**src/hw/rtl/acrf_pkg.sv**
```systemverilog
// Package for the codec mixer register file: types, address codes and the
// power-on default table. No dependencies.
`default_nettype none

package acrf_pkg;

  localparam int WORD_COUNT = 64;
  localparam int IDX_W      = $clog2(WORD_COUNT);
  localparam int WORD_W     = 16;
  localparam int ADDR_W     = 8;
  localparam int VID_W      = 32;

  // Byte addresses with special write rules (exact match only)
  localparam logic [ADDR_W-1:0] ADDR_RESET      = 8'h00;
  localparam logic [ADDR_W-1:0] ADDR_PWR_STATUS = 8'h26;
  localparam logic [ADDR_W-1:0] ADDR_EXT_ID     = 8'h28;
  localparam logic [ADDR_W-1:0] ADDR_DAC_RATE   = 8'h2c;
  localparam logic [ADDR_W-1:0] ADDR_ADC_RATE   = 8'h32;
  localparam logic [ADDR_W-1:0] ADDR_MIC_RATE   = 8'h34;
  localparam logic [ADDR_W-1:0] ADDR_VID_HI     = 8'h7c;
  localparam logic [ADDR_W-1:0] ADDR_VID_LO     = 8'h7e;

  localparam logic [ADDR_W-1:0] WORD_ADDR_MASK  = 8'h7f;
  localparam logic [WORD_W-1:0] READY_LOW_BITS  = 16'h000f;
  localparam logic [WORD_W-1:0] RATE_48K        = 16'd48000;
  localparam logic [WORD_W-1:0] DFLT_MUTE       = 16'h8000;
  localparam logic [WORD_W-1:0] DFLT_MUTE_LR    = 16'h8008;
  localparam logic [WORD_W-1:0] DFLT_MUTE_GAIN  = 16'h8808;

  // Word indexes of the default table
  localparam logic [IDX_W-1:0] W_MASTER     = 6'd1;
  localparam logic [IDX_W-1:0] W_MONO       = 6'd3;
  localparam logic [IDX_W-1:0] W_PHONE      = 6'd6;
  localparam logic [IDX_W-1:0] W_MIC        = 6'd7;
  localparam logic [IDX_W-1:0] W_LINE       = 6'd8;
  localparam logic [IDX_W-1:0] W_CD         = 6'd9;
  localparam logic [IDX_W-1:0] W_PCM        = 6'd12;
  localparam logic [IDX_W-1:0] W_REC_GAIN   = 6'd14;
  localparam logic [IDX_W-1:0] W_PWR_STATUS = 6'd19;
  localparam logic [IDX_W-1:0] W_DAC_RATE   = 6'd22;
  localparam logic [IDX_W-1:0] W_ADC_RATE   = 6'd25;
  localparam logic [IDX_W-1:0] W_MIC_RATE   = 6'd26;
  localparam logic [IDX_W-1:0] W_VID_HI     = 6'd62;
  localparam logic [IDX_W-1:0] W_VID_LO     = 6'd63;

  typedef struct packed {
    logic              is_write;
    logic [ADDR_W-1:0] addr;
    logic [WORD_W-1:0] data;
  } req_t;

  function automatic logic [IDX_W-1:0] word_idx(input logic [ADDR_W-1:0] addr);
    logic [ADDR_W-1:0] masked;
    masked   = addr & WORD_ADDR_MASK;
    word_idx = masked[IDX_W:1];
  endfunction

  function automatic logic is_read_only(input logic [ADDR_W-1:0] addr);
    is_read_only = (addr == ADDR_EXT_ID)   || (addr == ADDR_DAC_RATE) ||
                   (addr == ADDR_ADC_RATE) || (addr == ADDR_MIC_RATE) ||
                   (addr == ADDR_VID_HI)   || (addr == ADDR_VID_LO);
  endfunction

  function automatic logic [WORD_W-1:0] default_word(input logic [IDX_W-1:0] idx,
                                                      input logic [VID_W-1:0] vid);
    logic [WORD_W-1:0] w;
    w = '0;
    unique case (idx)
      W_MASTER, W_MONO, W_REC_GAIN: w = DFLT_MUTE;
      W_PHONE, W_MIC:               w = DFLT_MUTE_LR;
      W_LINE, W_CD, W_PCM:          w = DFLT_MUTE_GAIN;
      W_PWR_STATUS:                 w = READY_LOW_BITS;
      W_DAC_RATE, W_ADC_RATE, W_MIC_RATE: w = RATE_48K;
      W_VID_HI:                     w = vid[VID_W-1:WORD_W];
      W_VID_LO:                     w = vid[WORD_W-1:0];
      default:                      w = '0;
    endcase
    default_word = w;
  endfunction

endpackage

`default_nettype wire

```
**src/hw/rtl/acrf_in_reg.sv**
```systemverilog
// Input register for the mixer register file: captures one request
// transaction and holds it until the store stage takes it. Uses acrf_pkg.
`default_nettype none

module acrf_in_reg (
  input  wire logic          clk,
  input  wire logic          rst_n,
  input  wire logic          in_valid,
  output logic               in_stall,
  input  wire acrf_pkg::req_t in_req,
  input  wire logic          advance,
  output logic               req_valid,
  output acrf_pkg::req_t     req
);
  import acrf_pkg::*;

  logic valid_r, valid_nxt;
  req_t req_r;
  logic accept;

  assign in_stall = valid_r & ~advance;
  assign accept   = in_valid & ~in_stall;

  always_comb begin
    valid_nxt = valid_r;
    if (accept) begin
      valid_nxt = 1'b1;
    end else if (advance) begin
      valid_nxt = 1'b0;
    end
  end

  always_ff @(posedge clk) begin
    if (!rst_n) begin
      valid_r <= 1'b0;
    end else begin
      valid_r <= valid_nxt;
    end
  end

  always_ff @(posedge clk) begin
    if (accept) begin
      req_r <= in_req;
    end
  end

  assign req_valid = valid_r;
  assign req       = req_r;

endmodule

`default_nettype wire

```
**src/hw/rtl/acrf_store.sv**
```systemverilog
// Word store and result register: 64x16 memory, per-word valid bits that
// fall back to the default table, and the registered answer. Uses acrf_pkg.
`default_nettype none

module acrf_store (
  input  wire logic                     clk,
  input  wire logic                     rst_n,
  input  wire logic                     req_valid,
  input  wire acrf_pkg::req_t           req,
  input  wire logic [acrf_pkg::VID_W-1:0] codec_vid,
  output logic                          advance,
  input  wire logic                     out_stall,
  output logic                          out_valid,
  output logic [acrf_pkg::WORD_W-1:0]   read_data,
  output logic                          ready_res
);
  import acrf_pkg::*;

  logic [WORD_W-1:0]     mem [WORD_COUNT];
  logic [WORD_W-1:0]     mem_q_r;
  logic [WORD_COUNT-1:0] vld_r, vld_nxt;
  logic [VID_W-1:0]      vid_snap_r, vid_snap_nxt;
  logic                  out_valid_r, out_valid_nxt;
  logic                  is_rd_r, hit_r;
  logic [WORD_W-1:0]     dflt_r;

  logic [IDX_W-1:0]  idx;
  logic              reload, mem_we;
  logic [WORD_W-1:0] wdata;

  assign advance = req_valid & (~out_valid_r | ~out_stall);
  assign idx     = word_idx(req.addr);
  assign reload  = advance & req.is_write & (req.addr == ADDR_RESET);
  assign mem_we  = advance & req.is_write & (req.addr != ADDR_RESET) &
                   ~is_read_only(req.addr);
  assign wdata   = (req.addr == ADDR_PWR_STATUS) ? (req.data | READY_LOW_BITS) : req.data;

  always_comb begin
    vld_nxt      = vld_r;
    vid_snap_nxt = vid_snap_r;
    if (reload) begin
      vld_nxt      = '0;
      vid_snap_nxt = codec_vid;
    end else if (mem_we) begin
      vld_nxt[idx] = 1'b1;
    end
  end

  always_comb begin
    out_valid_nxt = out_valid_r;
    if (advance) begin
      out_valid_nxt = 1'b1;
    end else if (!out_stall) begin
      out_valid_nxt = 1'b0;
    end
  end

  always_ff @(posedge clk) begin
    if (!rst_n) begin
      vld_r       <= '0;
      vid_snap_r  <= '0;
      out_valid_r <= 1'b0;
    end else begin
      vld_r       <= vld_nxt;
      vid_snap_r  <= vid_snap_nxt;
      out_valid_r <= out_valid_nxt;
    end
  end

  always_ff @(posedge clk) begin
    if (mem_we) begin
      mem[idx] <= wdata;
    end
    if (advance) begin
      mem_q_r <= mem[idx];
    end
  end

  always_ff @(posedge clk) begin
    if (advance) begin
      is_rd_r <= ~req.is_write;
      hit_r   <= vld_r[idx];
      dflt_r  <= default_word(idx, vid_snap_r);
    end
  end

  assign out_valid = out_valid_r;
  assign read_data = !is_rd_r ? '0 : (hit_r ? mem_q_r : dflt_r);
  assign ready_res = is_rd_r;

endmodule

`default_nettype wire

```
**src/hw/rtl/audio_codec_register_file_top.sv**
```systemverilog
// Top level of the codec mixer register file: vendor ID register, input
// register and word store. Uses acrf_pkg, acrf_in_reg and acrf_store.
`default_nettype none

// One transaction per clock while out_stall is low: a request is captured in the
// input register, and when the store stage advances it reads or writes the
// 64-word store and its answer lands in the result register, which drives the
// output; a new request can be taken every cycle unless out_stall holds the
// result register. The memory port (one access per cycle) sets that rate. Reads
// return the word with out_ready_res set; writes return zero with it clear. A
// write to byte 0x00 restores all defaults at once through per-word valid bits
// and latches the current vendor ID into words 62/63; there is no clearing pass.
// The vendor ID register only reaches the words on such a reload (after reset
// the ID words read zero).
module audio_codec_register_file_top (
  input  wire logic        clk,
  input  wire logic        rst_n,
  input  wire logic        in_valid,
  output logic             in_stall,
  input  wire logic        in_action,
  input  wire logic [7:0]  in_address,
  input  wire logic [15:0] in_write_data,
  output logic             out_valid,
  input  wire logic        out_stall,
  output logic [15:0]      out_read_data,
  output logic             out_ready_res,
  input  wire logic        cfg_write_en,
  input  wire logic [31:0] cfg_write_data
);
  import acrf_pkg::*;

  logic [VID_W-1:0] codec_vid_r;
  req_t             in_req, req;
  logic             req_valid, advance;

  always_ff @(posedge clk) begin
    if (!rst_n) begin
      codec_vid_r <= '0;
    end else if (cfg_write_en) begin
      codec_vid_r <= cfg_write_data;
    end
  end

  always_comb begin
    in_req.is_write = in_action;
    in_req.addr     = in_address;
    in_req.data     = in_write_data;
  end

  acrf_in_reg u_in_reg (
    .clk       (clk),
    .rst_n     (rst_n),
    .in_valid  (in_valid),
    .in_stall  (in_stall),
    .in_req    (in_req),
    .advance   (advance),
    .req_valid (req_valid),
    .req       (req)
  );

  acrf_store u_store (
    .clk       (clk),
    .rst_n     (rst_n),
    .req_valid (req_valid),
    .req       (req),
    .codec_vid (codec_vid_r),
    .advance   (advance),
    .out_stall (out_stall),
    .out_valid (out_valid),
    .read_data (out_read_data),
    .ready_res (out_ready_res)
  );

endmodule

`default_nettype wire

```
**config.mk**
```make
export PLATFORM = sky130hd
export DESIGN_NAME = audio_codec_register_file_top
export DESIGN_NICKNAME = d
export VERILOG_FILES = /design/src/hw/rtl/acrf_pkg.sv /design/src/hw/rtl/acrf_in_reg.sv /design/src/hw/rtl/acrf_store.sv /design/src/hw/rtl/audio_codec_register_file_top.sv
export SDC_FILE = /design/constraint.sdc
export NUM_CORES = 1
export LEC_CHECK = 0
export ABC_AREA = 1
export BUFFER_PORTS_ARGS = -buffer_cell sky130_fd_sc_hd__buf_2
export CORE_MARGIN = 10
export CORE_UTILIZATION = 30
export CTS_CLUSTER_DIAMETER = 120
export DETAILED_ROUTE_END_ITERATION = 7
export HOLD_SLACK_MARGIN = 0.08
export RECOVER_POWER = 25
export SLEW_MARGIN = 20
export SYNTH_ARGS = -nofsm -noshare
export SYNTH_HDL_FRONTEND = slang
export SYNTH_SLANG_ARGS = --single-unit
```
**constraint.sdc**
```tcl
create_clock -name clk -period 5.38 [get_ports clk]
set_clock_uncertainty 0.1 [all_clocks]
set_input_delay 0.807 -clock clk [delete_from_list [all_inputs] [get_ports clk]]
set_output_delay 0.807 -clock clk [all_outputs]
set_load 0.01 [all_outputs]
```
======== After elaboration in Yosys (flattened, before gate mapping) ========
Memory sizes are Yosys's and may differ from the RTL's. A register that Yosys moved wholly into a read port is not among the register bits.
Index checks and enable logic that the tools add are counted.
storage, ports and cells
  bits in registers ....................... 173
  bits in writable memories ............... 1024
  input port bits ......................... 62
  output and inout bits ................... 19
  word-level logic and storage cells ...... 80
  memories kept ........................... 1
memory list
  memory       depth  bits a word  rd ports  clocked after Yosys merged registers in  write ports  line              source
  u_store.mem  64     16           1         1                                        1            acrf_store.sv:19  logic [WORD_W-1:0] mem [WORD_COUNT];
operators by class
  $lt $le $gt $ge ......................... 2
  equal/unequal tests ..................... 22
  mux-type cells .......................... 14
  bitwise operators ....................... 16
  reduce and logical (&&, ||, !) cells .... 14
operators with widths
  kind                                                                number
  one-hot mux 16 bit (7 select lines)                                 1
  bitwise OR 64 bit                                                   1
  equality test 8 x 6 -> 1 bit (second input constant)                5
  two-way mux 16 bit                                                  2
  equality test 6 x 4 -> 1 bit (second input constant)                4
  equality test 6 x 5 -> 1 bit (second input constant)                4
  equality test 8 x 7 -> 1 bit (second input constant)                2
  equality test 6 x 3 -> 1 bit (second input constant)                2
  equality test 6 bit (second input constant)                         2
  OR reduction 3 bit                                                  3
  logical NOT 8 bit                                                   1
  two-way mux 1 bit                                                   8
  nonzero test 8 bit                                                  1
  bitwise AND 1 bit                                                   7
  < comparator 6 x 7 -> 1 bit (second input constant)                 1
  inverter 1 bit                                                      7
  binary-select mux 1 bit (select 6 bit)                              1
  demux 1 bit (select 6 bit)                                          1
  equality test 6 x 1 -> 1 bit (second input constant)                1
  equality test 6 x 2 -> 1 bit (second input constant)                1
  greater-or-equal comparator 6 x 1 -> 1 bit (second input constant)  1
  logical OR 1 bit                                                    5
  two-way mux 4 bit                                                   1
  OR reduction 2 bit                                                  2
  4 further kinds                                                     4

======== Depth between registers and ports, before layout ========
Gate-level depths: netlist (run 1).
  word-level depth ........................ 10
  depth in mapped cells ................... 15
  gate-level depth less buffers ........... 11

======== By module ========
Synthesis (run 1) repeated with hierarchy kept, for this count alone.
unflattened totals
  cell total of the unflattened synthesis .. 5207
  area total of the unflattened synthesis .. 50823.7 µm²
modules (own cells, without submodules)
  module                         times used  cells an instance  area each (µm²)  seq. area each (µm²)
  acrf_store                     1           4972               48687.9          33712.3
  audio_codec_register_file_top  1           202                1335.0           640.6
  acrf_in_reg                    1           33                 800.8            770.7

======== Least setup slack after synthesis (run 1) ========
No wires, ideal clock.
  kind .................................... input to register
  start ................................... input port out_stall
  end ..................................... memory u_store.mem[19][0] (enable)
  library setup time ...................... 0.364 ns
  data arrival time ....................... 3.930 ns
  required time ........................... 4.916 ns
  path slack .............................. 0.986 ns
  stages .................................. 8
  buffers on the path ..................... 1
  path through ............................ nand2_1 > inv_1 > nor2_1 > nand2_1 > a31oi_4 > buf_6 > nand3_2 > inv_1
between the ends
  longest elaborated chain between the ends .. 8
RTL lines
  element                                  line                                 source
  start, declared                          audio_codec_register_file_top.sv:24  input wire logic out_stall,
  inverter 1 bit                           acrf_store.sv:31                     assign advance = req_valid & (~out_valid_r | ~out_stall);
  bitwise OR 1 bit                         acrf_store.sv:31
  bitwise AND 1 bit                        acrf_store.sv:31
  named net advance                        audio_codec_register_file_top.sv:34  logic req_valid, advance;
  bitwise AND 1 bit (3 in series)          acrf_store.sv:34                     assign mem_we = advance & req.is_write & (req.addr != ADDR_RESET) &
  two-way mux 1 bit                        acrf_store.sv:71                     if (mem_we) begin
  two-way mux 1 bit (not written as such)  acrf_store.sv:72                     mem[idx] <= wdata;
  end, declared                            acrf_store.sv:19
The timed path passes the listed nets, and every way through them passes these cells.

======== Final worst setup path (run 1) ========
  start ................................... register u_in_reg.req_r (netlist bit u_in_reg.req[13])
  end ..................................... memory u_store.mem[7][13] (data pin)
RTL lines
  element                 line               source
  start, declared         acrf_in_reg.sv:18  req_t req_r;
  start signal, assigned  acrf_in_reg.sv:43  req_r <= in_req;
No word-level cell before the write port.

==> results.md, run 1 <==
* Status: finished, violations left
* Failing checks: capacitance limit, slew limit
* Worst stage delay on the critical path at 3000 ps
* Worst path bufs/invs at 1
* Synth Instances at 5362
* Vias in the first global route at 33400
* CTS tree: built
* Power Density at 341 mW/mm^2
* Fin crit share at 81.8%
* Maximum clock rate at 0.227 GHz
* Post-synth ARST share at 0%
* Multi-input gate area at 0.0135 sq mm
* FF+latch count, synth at 1213
* Postcts setup bufs at 0
* Inserted Diodes at 0
* Drt pass-1 iters at 7
* Final hold viol count at 0
* Share of layout cells above drive strength 1 at 7.16%
* Die Wd at 437 microns
* Most common cell in the netlist: nand2_1
* NumNets Final at 5440
* Die area at 0.191 sq mm
* Clock tree buffer depth at 3
* FF-to-FF setup slack at 980 ps
* Total number of vias at 35200
* Top post-synthesis cells by count: nand2_1 (2269), edfxtp_1 (1083), inv_1 (594)
* Synth area leaders: edfxtp_1 (62%), nand2_1 (16%), dfxtp_1 (5.0%)
* EDFF count, synth at 1083
* Yosys warning count at 0
* Synth Area per Inst at 9.74 sq um
* Post-Syn Area at 0.0522 sq mm
* Crit path capture type: register
* Post-route non-filler standard cell count at 7811
* Total wire length at 137000 microns
* Worst path slowest cell: clkbuf_1
* Slew of the pin with the lowest slew margin at 4330 ps
* CTS clock-pin slew for the worst setup and hold paths at 60 ps
* Area Overhead vs Synth at 12.6%
* Number of H-tree levels at 3
* Clk root buf: clkbuf_16
* Worst r2r src: u_in_reg.req[13]
* Main synth FF type: edfxtp_1
* CTS Buf Count at 121
* Initial antenna violation count at 1
* Avg WL per Cell at 17.5 microns
* Crit Path Class: register to register
* I/O pins at 81
* Filler instances at 17500
* Fin crit period at 4400 ps
* First-pass GRT wire length at 207000 microns
* Crit-path leading delay family: buffers and inverters
* Static Leak at 0.0248 uW
* Worst hold path type: primary input to register
* Skew-Pair Late Insertion Delay at 750 ps
* Total GRT Usage at 13.8%
* Setup TNS at 0 ps
* Largest net degree at the start of global routing at 165
* Register area at 0.0351 sq mm
* FF-to-FF path depth at 1
* Largest fanout on the critical path at 64
* Vias per inst at 4.50
* Post-CTS Resized at 0
* Post-synth cell types at 33
* Crit path arrival time at 4180 ps
* Relative slew margins at -188%
* Hold path start: in_write_data[5]
* Gr ovfl total at 0
* Worst path required time at 5160 ps
* I/O Buffers at 80
* WHS at 127 ps
* Hold Buf Count CTS at 11
* Placer congestion estimate at 0.878
* Yosys top cell by area: edfxtp_1
* Syn Nets at 5424
* Sink Count at 1213
* VDD IR max at 0.000314 V
* Core Rows at 153
* Post-DP HPWL at 79500 microns
* Reg2reg end: u_store.mem[7][13]
* Synth top area share at 62.3%
* Total core area at 0.173 sq mm
* Placed Cells incl. Taps at 7569
* Final setup viols at 0
* Antenna viol nets, final at 0
* Seq/Total Area, Yosys at 67.2%
* Worst-path cell chain: clkbuf_1
* Hold Path Sink: u_in_reg.req[5]
* Die Y at 437 microns
* Startpoint types: register
* Unrepaired setup endpoints after global routing: false
* Initial core utilization at 30.1%
* Hold Crit Depth at 1
* DRT iter0 DRCs at 2992
* Count of pins over their slew limit at 716
* # DRC at 0
* Max-Cap Viols at 15
## worst max path at each step
stage,startpoint,end,cells past startpoint
3_3_place_gp,u_in_reg.req[17],u_store.mem[29][5],6
3_5_place_dp,u_in_reg.req[17],u_store.mem[29][5],6
5_1_grt,u_in_reg.req[13],u_store.mem[6][13],1
2_1_floorplan,out_stall,u_store.mem[19][0],8
6_report,u_in_reg.req[13],u_store.mem[7][13],1
4_1_cts,u_in_reg.req[17],u_store.mem[38][0],8
## state kept, by name, summed over array words and instances, names as in the netlist
signal	flops
codec_vid_r	32
u_in_reg.req	25
u_in_reg.req_valid	1
u_store.dflt_r	16
u_store.hit_r	1
u_store.mem	1024
u_store.mem_q_r	16
u_store.out_valid	1
u_store.ready_res	1
u_store.vid_snap_r	32
u_store.vld_r	64
## area by class of cell
class	count	share of cell area [%]
inverters	608	3.90
well taps	2325	4.94
repair buffers	147	1.68
multi-input cells	3287	23.0
clock inverters	71	1.16
clock buffers	160	5.58
flip-flops and latches	1213	59.7
## report_power, final
group | internal (uW) | leakage [uW] | switching [uW]
Sequential | 10300 | 0.0108 | 33.8
Combinational | 285 | 0.0120 | 975
Clock | 4810 | 0.00194 | 3610
## stage by stage
step	utilization [%]	power, uW	setup slack (ps)	instance area, sq um
after floorplan	-	11300	986	52200
after global placement	31.6	11800	1230	54800
after detailed placement	31.6	11800	1220	54800
after CTS	34.0	20200	1170	58900
after global routing	33.9	20700	842	58800
final	33.9	20100	977	58800
## per-layer routing
metal	routed length [microns]	vias up	part of all wire (%)	track usage, %
met5	0	-	0	0
li1	-	17100	-	-
met4	4490	0	3.3	4.77
met3	9020	223	6.6	2.03
met2	62700	1176	46	22.0
met1	60600	16700	44	19.2
## kinds of logic after synthesis
logic type / share of synthesized area, %
AO/OA/AOI/OAI: 1.69
buffers and inverters: 6.88
flip-flops: 67.2
AND/OR/NAND/NOR: 24.2
## cells in the final DEF (no fill, tap or decap), types with 66 or more instances in the layout
cell,n
nand2_1,2265
edfxtp_1,1083
inv_1,594
nor2_1,465
nand3_1,270
dfxtp_1,130
clkbuf_16,121
o21ai_0,85
buf_2,71
a21oi_1,66
Note: power is estimated with default switching activity, not from simulation.
==> run 2: changes to the inputs <==
==> constraint.sdc (replaced) <==
create_clock -name clk -period 4 [get_ports clk]
set_clock_uncertainty 0.1 [all_clocks]
set_input_delay 0.6 -clock clk [delete_from_list [all_inputs] [get_ports clk]]
set_output_delay 0.6 -clock clk [all_outputs]
set_load 0.01 [all_outputs]
==> run 2 against run 1 <==
Sequential cell count did not move. The run still ends with capacitance limit, slew limit left. Clock power grew 38%. Final area rose by 1.7%. Critical path type unchanged. Largest cell class unchanged. Worst setup slack lost 280 ps.
==> results.md, run 2 (synthesis results as in run 1) <==
* Status: finished, violations left (unchanged)
* Failing checks: capacitance limit, slew limit (unchanged)
* WHS at 252 ps (was 127 ps)
* Crit path capture type: register (unchanged)
* Largest regs: u_store.mem (1024), u_store.vld_r (64) (unchanged)
* Total number of vias at 35800 (was 35200)
* Largest Register: u_store.mem (unchanged)
* FF-to-FF setup slack at 690 ps (was 980 ps)
* Hold Crit Depth at 3 (was 1)
* NumNets Final at 5528 (was 5440)
* Post-DP HPWL at 80800 microns (was 79500 microns)
* Hold Path Sink: u_store.out_valid (was u_in_reg.req[5])
* Initial antenna violation count at 1 (unchanged)
* VDD IR max at 0.000447 V (was 0.000314 V)
* Die Y at 437 microns (unchanged)
* Worst hold path type: primary input to register (unchanged)
* Largest net degree at the start of global routing at 130 (was 165)
* Total wire length at 140000 microns (was 137000 microns)
* I/O Buffers at 80 (unchanged)
* CTS Buf Count at 130 (was 121)
* First-pass GRT wire length at 212000 microns (was 207000 microns)
* Hold path start: rst_n (was in_write_data[5])
* Unrepaired setup endpoints after global routing: false (unchanged)
* Relative slew margins at -39.5% (was -188%)
* Placer congestion estimate at 0.844 (was 0.878)
* Initial core utilization at 30.1% (unchanged)
* Fin crit share at 82.7% (was 81.8%)
* Gr ovfl total at 0 (unchanged)
* DRT iter0 DRCs at 3529 (was 2992)
* Skew-Pair Late Insertion Delay at 720 ps (was 750 ps)
* Worst stage delay on the critical path at 540 ps (was 3000 ps)
* Area Overhead vs Synth at 14.6% (was 12.6%)
* FF-to-FF path depth at 11 (was 1)
* Total GRT Usage at 14.2% (was 13.8%)
* CP dominant cell by count: nand2_1
* Vias per inst at 4.53 (was 4.50)
* Post-CTS Resized at 0 (unchanged)
* Fin crit period at 3310 ps (was 4400 ps)
* Share of layout cells above drive strength 1 at 7.98% (was 7.16%)
* Worst path bufs/invs at 2 (was 1)
* Vias in the first global route at 33900 (was 33400)
* I/O pins at 81 (unchanged)
* Crit-path leading delay family: simple AND/OR/NAND/NOR gates (was buffers and inverters)
* WP depth at 11 (was 1)
* Worst r2r src: u_in_reg.req[17] (was u_in_reg.req[13])
* Sink Count at 1213 (unchanged)
* Final setup viols at 0 (unchanged)
* Worst-path cell chain: inv_8, buf_4, nand2_1, nand3_1, nand2_1, nand2_1, nand2_1, nor2_1, nor2_1, nor2_1, nand2_1 (was clkbuf_1)
* Max-Cap Viols at 10 (was 15)
* Setup TNS at 0 ps (unchanged)
* Final WS setup at 692 ps (was 977 ps)
* CTS clock-pin slew for the worst setup and hold paths at 60 ps (about the same)
* Count of pins over their slew limit at 586 (was 716)
* Maximum clock rate at 0.302 GHz (was 0.227 GHz)
* CTS tree: built (unchanged)
* Static Leak at 0.0253 uW (was 0.0248 uW)
* # DRC at 0 (unchanged)
* Die area at 0.191 sq mm (unchanged)
* Clock tree buffer depth at 3 (unchanged)
* Drt pass-1 iters at 6 (was 7)
* Largest fanout on the critical path at 81 (was 64)
* Most frequent cells in the layout: nand2_1 (2265), edfxtp_1 (1083), inv_1 (593), nor2_1 (465), nand3_1 (270) (was nand2_1 (2265), edfxtp_1 (1083), inv_1 (594), nor2_1 (465), nand3_1 (270))
* Power Density at 456 mW/mm^2 (was 341 mW/mm^2)
* Worst path slowest cell: inv_8 (was clkbuf_1)
* Slew of the pin with the lowest slew margin at 2090 ps (was 4330 ps)
* Antenna viol nets, final at 0 (unchanged)
* Placed Cells incl. Taps at 7600 (was 7569)
* Crit path arrival time at 3660 ps (was 4180 ps)
* Avg WL per Cell at 17.8 microns (was 17.5 microns)
* Total core area at 0.173 sq mm (unchanged)
* Clk root buf: clkbuf_16 (unchanged)
* Die Wd at 437 microns (unchanged)
* Dpl ws at 785 ps (was 1220 ps)
* Core Rows at 153 (unchanged)
* Final hold viol count at 0 (unchanged)
* Commonest non-fill, non-tap cell in the layout: nand2_1 (unchanged)
* Max FFs per register at 1024 (unchanged)
* Worst path required time at 4350 ps (was 5160 ps)
* Crit Path Class: register to register (unchanged)
* Post-route non-filler standard cell count at 7891 (was 7811)
* Number of H-tree levels at 4 (was 3)
* Startpoint types: register (unchanged)
* Final core occ at 34.5% (was 33.9%)
* Reg2reg end: u_store.mem_q_r[5] (was u_store.mem[7][13])
-- run 2: changes by cell type in the layout (fill, tap and decap cells not counted), sizes merged --
cell         delta
inv             +2
clkbuf         +10
bufinv          -5
diode           +3
dlygate4sd3    +48
buf            +34
clkinvlp        -1
clkinv         -11
-- run 2: tightest hold or removal path: stages --
cell,delay [ps]
buf_2,260
inv_1,130
a21oi_1,40
-- run 2: worst max path at each step --
stage                         end  slack (ps)              from
6_report       u_store.mem_q_r[5]         690  u_in_reg.req[17]
5_1_grt        u_store.mem_q_r[5]         660  u_in_reg.req[17]
4_1_cts        u_store.mem_q_r[5]         790  u_in_reg.req[17]
3_5_place_dp   u_store.mem[49][3]         780         out_stall
3_3_place_gp   u_store.mem[49][8]         800         out_stall
2_1_floorplan  u_store.mem[19][0]         510         out_stall
-- run 2: timing repair --
item                                   in CTS  in global routing
buffers inserted                            0                  0
hold buffers                               59                  0
endpoints found under the hold margin      59                  0
-- run 2: per-stage QoR --
step | power, uW | cell area (sq um)
floorplan | 15200 | 52200
global placement | 15900 | 55200
detailed placement | 15900 | 55200
CTS | 27500 | 59900
global route | 28200 | 59900
finish | 27300 | 59900
-- run 2: cell type report --
type	count	area, sq um
diodes	3	7.51
clock buffers	173	3650
clock inverters	56	428
fillers	17400	114000
inverters	608	2300
multi-input cells	3287	13500
flip-flops and latches	1213	35100
well taps	2325	2910
repair buffers	226	1890
-- run 2: per-layer routing --
layer / track usage, % / part of all wire (%) / vias up
li1: - / - / 17200
met1: 19.3 / 44 / 17100
met2: 22.8 / 46 / 1196
met3: 2.32 / 6.7 / 235
met4: 5.39 / 3.7 / 0
met5: 0 / 0 / -
-- run 2: where the power goes --
part	internal, uW	leakage, uW	switching (uW)
registers	13900	0.0108	49.4
logic	450	0.0125	1330
clock network	6780	0.00201	4830
total	21100	0.0253	6210
